**src/rtl/pqrr_ram.sv**
```systemverilog
// Generic single-port-write, registered-read RAM.
module pqrr_ram #(
   parameter int WIDTH = 8,
   parameter int DEPTH = 16,
   localparam int AW = (DEPTH > 1) ? $clog2(DEPTH) : 1
) (
   input  logic             clock,
   input  logic             wr_en,
   input  logic [AW-1:0]    wr_addr,
   input  logic [WIDTH-1:0] wr_data,
   input  logic             rd_en,
   input  logic [AW-1:0]    rd_addr,
   output logic [WIDTH-1:0] rd_data
);

   logic [WIDTH-1:0] mem_ff [DEPTH];
   logic [WIDTH-1:0] rd_data_ff;

   always_ff @(posedge clock) begin
      if (wr_en) begin
         mem_ff[wr_addr] <= wr_data;
      end
      if (rd_en) begin
         rd_data_ff <= mem_ff[rd_addr];
      end
   end

   assign rd_data = rd_data_ff;

endmodule

```
**config.mk**
```make
export PLATFORM = sky130hd
export DESIGN_NAME = pqrr_ram
export DESIGN_NICKNAME = d
export VERILOG_FILES = /design/src/rtl/pqrr_ram.sv
export SDC_FILE = /design/constraint.sdc
export NUM_CORES = 1
export LEC_CHECK = 0
export ABC_CLOCK_PERIOD_IN_PS = 1810
export BUFFER_PORTS_ARGS = -buffer_cell sky130_fd_sc_hd__clkbuf_2
export CAP_MARGIN = 30
export CORE_MARGIN = 2
export CORE_UTILIZATION = 40
export DETAILED_ROUTE_END_ITERATION = 10
export GPL_TIMING_DRIVEN = 0
export PLACE_DENSITY = 0.64
export SYNTH_ARGS = -nofsm -noshare
export SYNTH_HDL_FRONTEND = slang
export SYNTH_SLANG_ARGS = --single-unit
export TNS_END_PERCENT = 10
```
**constraint.sdc**
```tcl
create_clock -name clock -period 1.81 [get_ports clock]
set_clock_uncertainty 0.2 [all_clocks]
set_input_delay 0.0905 -clock clock [delete_from_list [all_inputs] [get_ports clock]]
set_output_delay 0.0905 -clock clock [all_outputs]
set_load 0.05 [all_outputs]
```
Yosys cells after proc, flatten, opt, wreduce, memory -nomap -nowiden
Memories as Yosys holds them, arrays and structs flattened. A register that Yosys moved wholly into a read port is not among the register bits. Index checks and enable logic that the tools add are counted.

Output and inout port bits: 8. Register bits after elaboration: 0. Memories: 1. Bits of input ports: 19. Memory bits (writable): 128. Logic and storage cells: 3.

Memories: mem_ff (words 16, bits a word 8, rd ports 1, clocked after memory_dff 1, write ports 1, line 16) `logic [WIDTH-1:0] mem_ff [DEPTH];`.

Multiplexer cells: 2.

Operators by type and width (count): 1-bit two-way mux (2).

Depth between registers and ports, before layout
Word-level depth: 2. Depth in mapped cells: 5. Depth with buffers taken out: 3.

Worst setup path before layout
No wires, ideal clock.

Path type: in2reg. Start point: input port wr_addr[2]. End point: memory mem_ff[0][0] (enable). Data arrival time: 1200 ps. Stages: 2. Buffers on the path: 0. Required time: 1227 ps. Setup slack: 27 ps. Setup time: 383 ps. Path through: or3b_2 > nor3_1.

RTL lines: start: declaration (line 9) `input logic [AW-1:0] wr_addr,`; end: declaration (line 16).

Straight into the memory's write port.

Worst setup path after layout
Start point: input port wr_addr[2]. End point: memory mem_ff[0][4] (enable).

Straight into the memory's write port.

==> metrics.md <==
| Metric | Value |
|---|---|
| Outcome | `finished with violations` |
| Failing checks | `negative hold slack` |
| Placed instance area | `approximately 5600 µm²` |
| Sw Pwr | `about 0.0015 W` |
| Pre-antenna DRT Iters | `4` |
| Placer Congestion | `between 0.7 and 0.8` |
| Post-CTS Setup Bufs | `0` |
| Nets | `approximately 310` |
| Fmax achieved | `577.7 MHz` |
| Worst-Skew Late Latency | `between 400 and 500 ps` |
| Vias in the first global route | `approximately 2500` |
| Post-Syn Instances | `~230` |
| Cell Int Power | `0.005698 W` |
| Cell Area, Synth | `5228 µm²` |
| Shortest period the worst path allows | `1731 ps` |
| Yosys cell types | `18` |
| Max cap viols | `0` |
| Clock Power Share | `between 40% and 50%` |
| CTS tree | `done` |
| Global-route wire length before repair | `roughly 15 mm` |
| Leakage | `around 2.1 nW` |
| Syn_nets | `around 250` |
| Worst Tran Pin Value | `approximately 840 ps` |
| Hold buffers post-CTS | `11` |
| Sw Share | `20.51%` |
| Vias per inst | `5.146` |
| Clk buf depth | `2` |
| Area growth, synth to finish | `19.72%` |
| Largest stage delay, worst path | `around 600 ps` |
| CP Cell Sequence | `clkbuf_2 > or3b_2 > nor3_1 > buf_2` |
| Clock transition at path regs | `approximately 60 ps` |
| RSZ-0062 raised after global routing | `false` |
| Register share of total power | `between 40% and 50%` |
| DR WL/cell | `between 20 and 25 µm` |
| Ant. Diodes | `0` |
| Starting Density | `between 40% and 50%` |
| Pin count of the biggest net entering global routing | `17` |
| Non-filler cells, final | `~470` |
| Final period util | `a little over nine tenths` |
| CTS H-tree depth | `4` |
| Arr. time, crit path | `roughly 1600 ps` |
| PostCTS Resize Cnt | `0` |
| Dpl hpwl | `approximately 6.3 mm` |
| Total gr overflow | `0` |
| Core area | `12670 µm²` |
| Tot GR Track Use | `between 10% and 20%` |
| Initial drt markers | `212` |
| Setup Viol. Count Final | `0` |
| CTS Buf Count | `17` |
| Finished Core Util | `between 40% and 50%` |
| Max transition margin | `43.46%` |
| Share of layout cells above drive strength 1 | `about 28%` |
| Multi-input gate area | `~1100 µm²` |
| Synth Area per Inst | `approximately 23 µm²` |
| Slowest library cell on the worst path | `nor3_1` |
| Design area | `6259 µm²` |
| Combinational Power Share | `5.6%` |
| IO Pins | `27` |
| Most frequent cells in the layout | `edfxtp_1, clkbuf_2, mux4_2` |
| CP Capture Type | `flip-flop` |
| Worst EP required | `1720 ps` |
| Final setup TNS | `0 ps` |
| FF+latch area | `around 4100 µm²` |
| Synth Register Bits | `136` |
| Most common cell after layout, fill and taps aside | `edfxtp_1` |
| Clock Tree Root | `clkbuf_16` |
| # rows | `41` |
| Clk sinks | `around 140` |
| Max FO, Critical Path | `5` |
| Total routed wirelength | `9.777 mm` |
| Final Hold Fails | `7` |
| Startpoint Class | `primary input` |
| Slew Viols, Final | `0` |
| I/O Buffers | `25` |
| Yosys warnings | `0` |
| DRC viols | `0` |
| Power Dens Cells | `1145 nW/µm²` |
| Layout fillers | `~1000` |
| Register area share after synthesis | `between 70% and 80%` |
| Die Area | `~14000 µm²` |
| Min-Delay Path Class | `primary input to flip-flop` |
| Inst Count DP | `430` |
| Die span in y | `roughly 120 µm` |
| Initial antenna violation count | `0` |
| Min Hold Slack | `-12.99 ps` |
| DIE WIDTH | `118.3 µm` |
| Via count | `between 2000 and 2500` |
| Maximum vdd drop | `roughly 0.00049 V` |
| Post-detailed-route count of antenna-violating nets | `0` |
| WS Path Type | `primary input to flip-flop` |
==> power groups by stage <==
stage               Clock (W)  Sequential, W  Combinational, W
detailed placement          0        0.00363          0.000387
finish                0.00320        0.00357          0.000398
global placement            0        0.00363          0.000380
global route          0.00340        0.00357          0.000430
floorplan                   0        0.00368          0.000179
CTS                   0.00325        0.00357          0.000405
==> flip-flops by register name (all words and copies together) (netlist names) <==
signal / count
rd_data: 8
mem_ff: 128
==> worst max-delay path: cells and delay by family <==
kind          cells  cell delay, ps
simple gates      2            1130
buf+inv           2             410
==> stage by stage <==
stage          setup slack (ps)  total power, W
5_1_grt                   5.900        0.007402
3_3_place_gp             -549.3        0.004006
4_1_cts                   45.87        0.007224
2_1_floorplan             26.63        0.003861
6_report                  78.86        0.007169
3_5_place_dp             -378.8        0.004018
==> kinds of logic (layout without fill, tap and decap cells) <==
family / after synthesis / count (layout) / synth area share [%]
AOI/OAI and AO/OA: 16 / 16 / 2.298
muxes: 32 / 32 / 14.79
and+or+nand+nor: 35 / 35 / 3.136
DFF: 136 / 136 / 78.12
buffers and inverters: 10 / 81 / 1.651
==> path summary, 6_finish.rpt <==
kind         cells after the start  slack (ps)              startpoint                      to
min reg2reg                      3         580  mem_ff[3][2]$_DFFE_PP_    rd_data[2]$_DFFE_PP_
max reg2reg                      3         100  mem_ff[8][1]$_DFFE_PP_    rd_data[1]$_DFFE_PP_
max                              4          80              wr_addr[2]  mem_ff[0][4]$_DFFE_PP_
min                              2         -10              wr_addr[0]  mem_ff[0][6]$_DFFE_PP_
==> cell usage after synthesis <==
| cell type | count | share of area (%) |
|---|---|---|
| or3b_2 | 1 | 0.17 |
| nor2b_1 | 1 | 0.12 |
| buf_2 | 3 | 0.29 |
| mux4_2 | 18 | 7.8 |
| buf_4 | 1 | 0.14 |
| clkdlybuf4s25_2 | 3 | 0.57 |
| nor3_1 | 4 | 0.38 |
| nand3b_1 | 2 | 0.29 |
| nand3_1 | 1 | 0.096 |
| buf_6 | 3 | 0.65 |
| nand2_1 | 9 | 0.65 |
| edfxtp_1 | 136 | 78 |
| a22oi_1 | 16 | 2.3 |
| mux4_1 | 14 | 7.0 |
| nor2_1 | 13 | 0.93 |
| and2_1 | 1 | 0.12 |
| and2b_1 | 1 | 0.14 |
| nand2b_1 | 2 | 0.24 |
==> area by class of cell <==
type | instances | area share (%)
Clock inverter | 14 | 2.119
Buffer | 10 | 1.379
Clock buffer | 17 | 6.797
Sequential cell | 136 | 65.25
Tap cell | 172 | 3.439
Timing Repair Buffer | 40 | 4.118
Multi-Input combinational cell | 83 | 16.89
==> metal layers <==
metal | global-route usage (%) | up-vias | part of all wire (%)
li1 | - | 1103 | -
met4 | 7.078 | 0 | 1.9
met3 | 3.813 | 18 | 7.8
met5 | 0 | - | 0
met2 | 23.27 | 93 | 49
met1 | 20.15 | 1215 | 42
No activity file was read; power rests on OpenSTA's default activity.
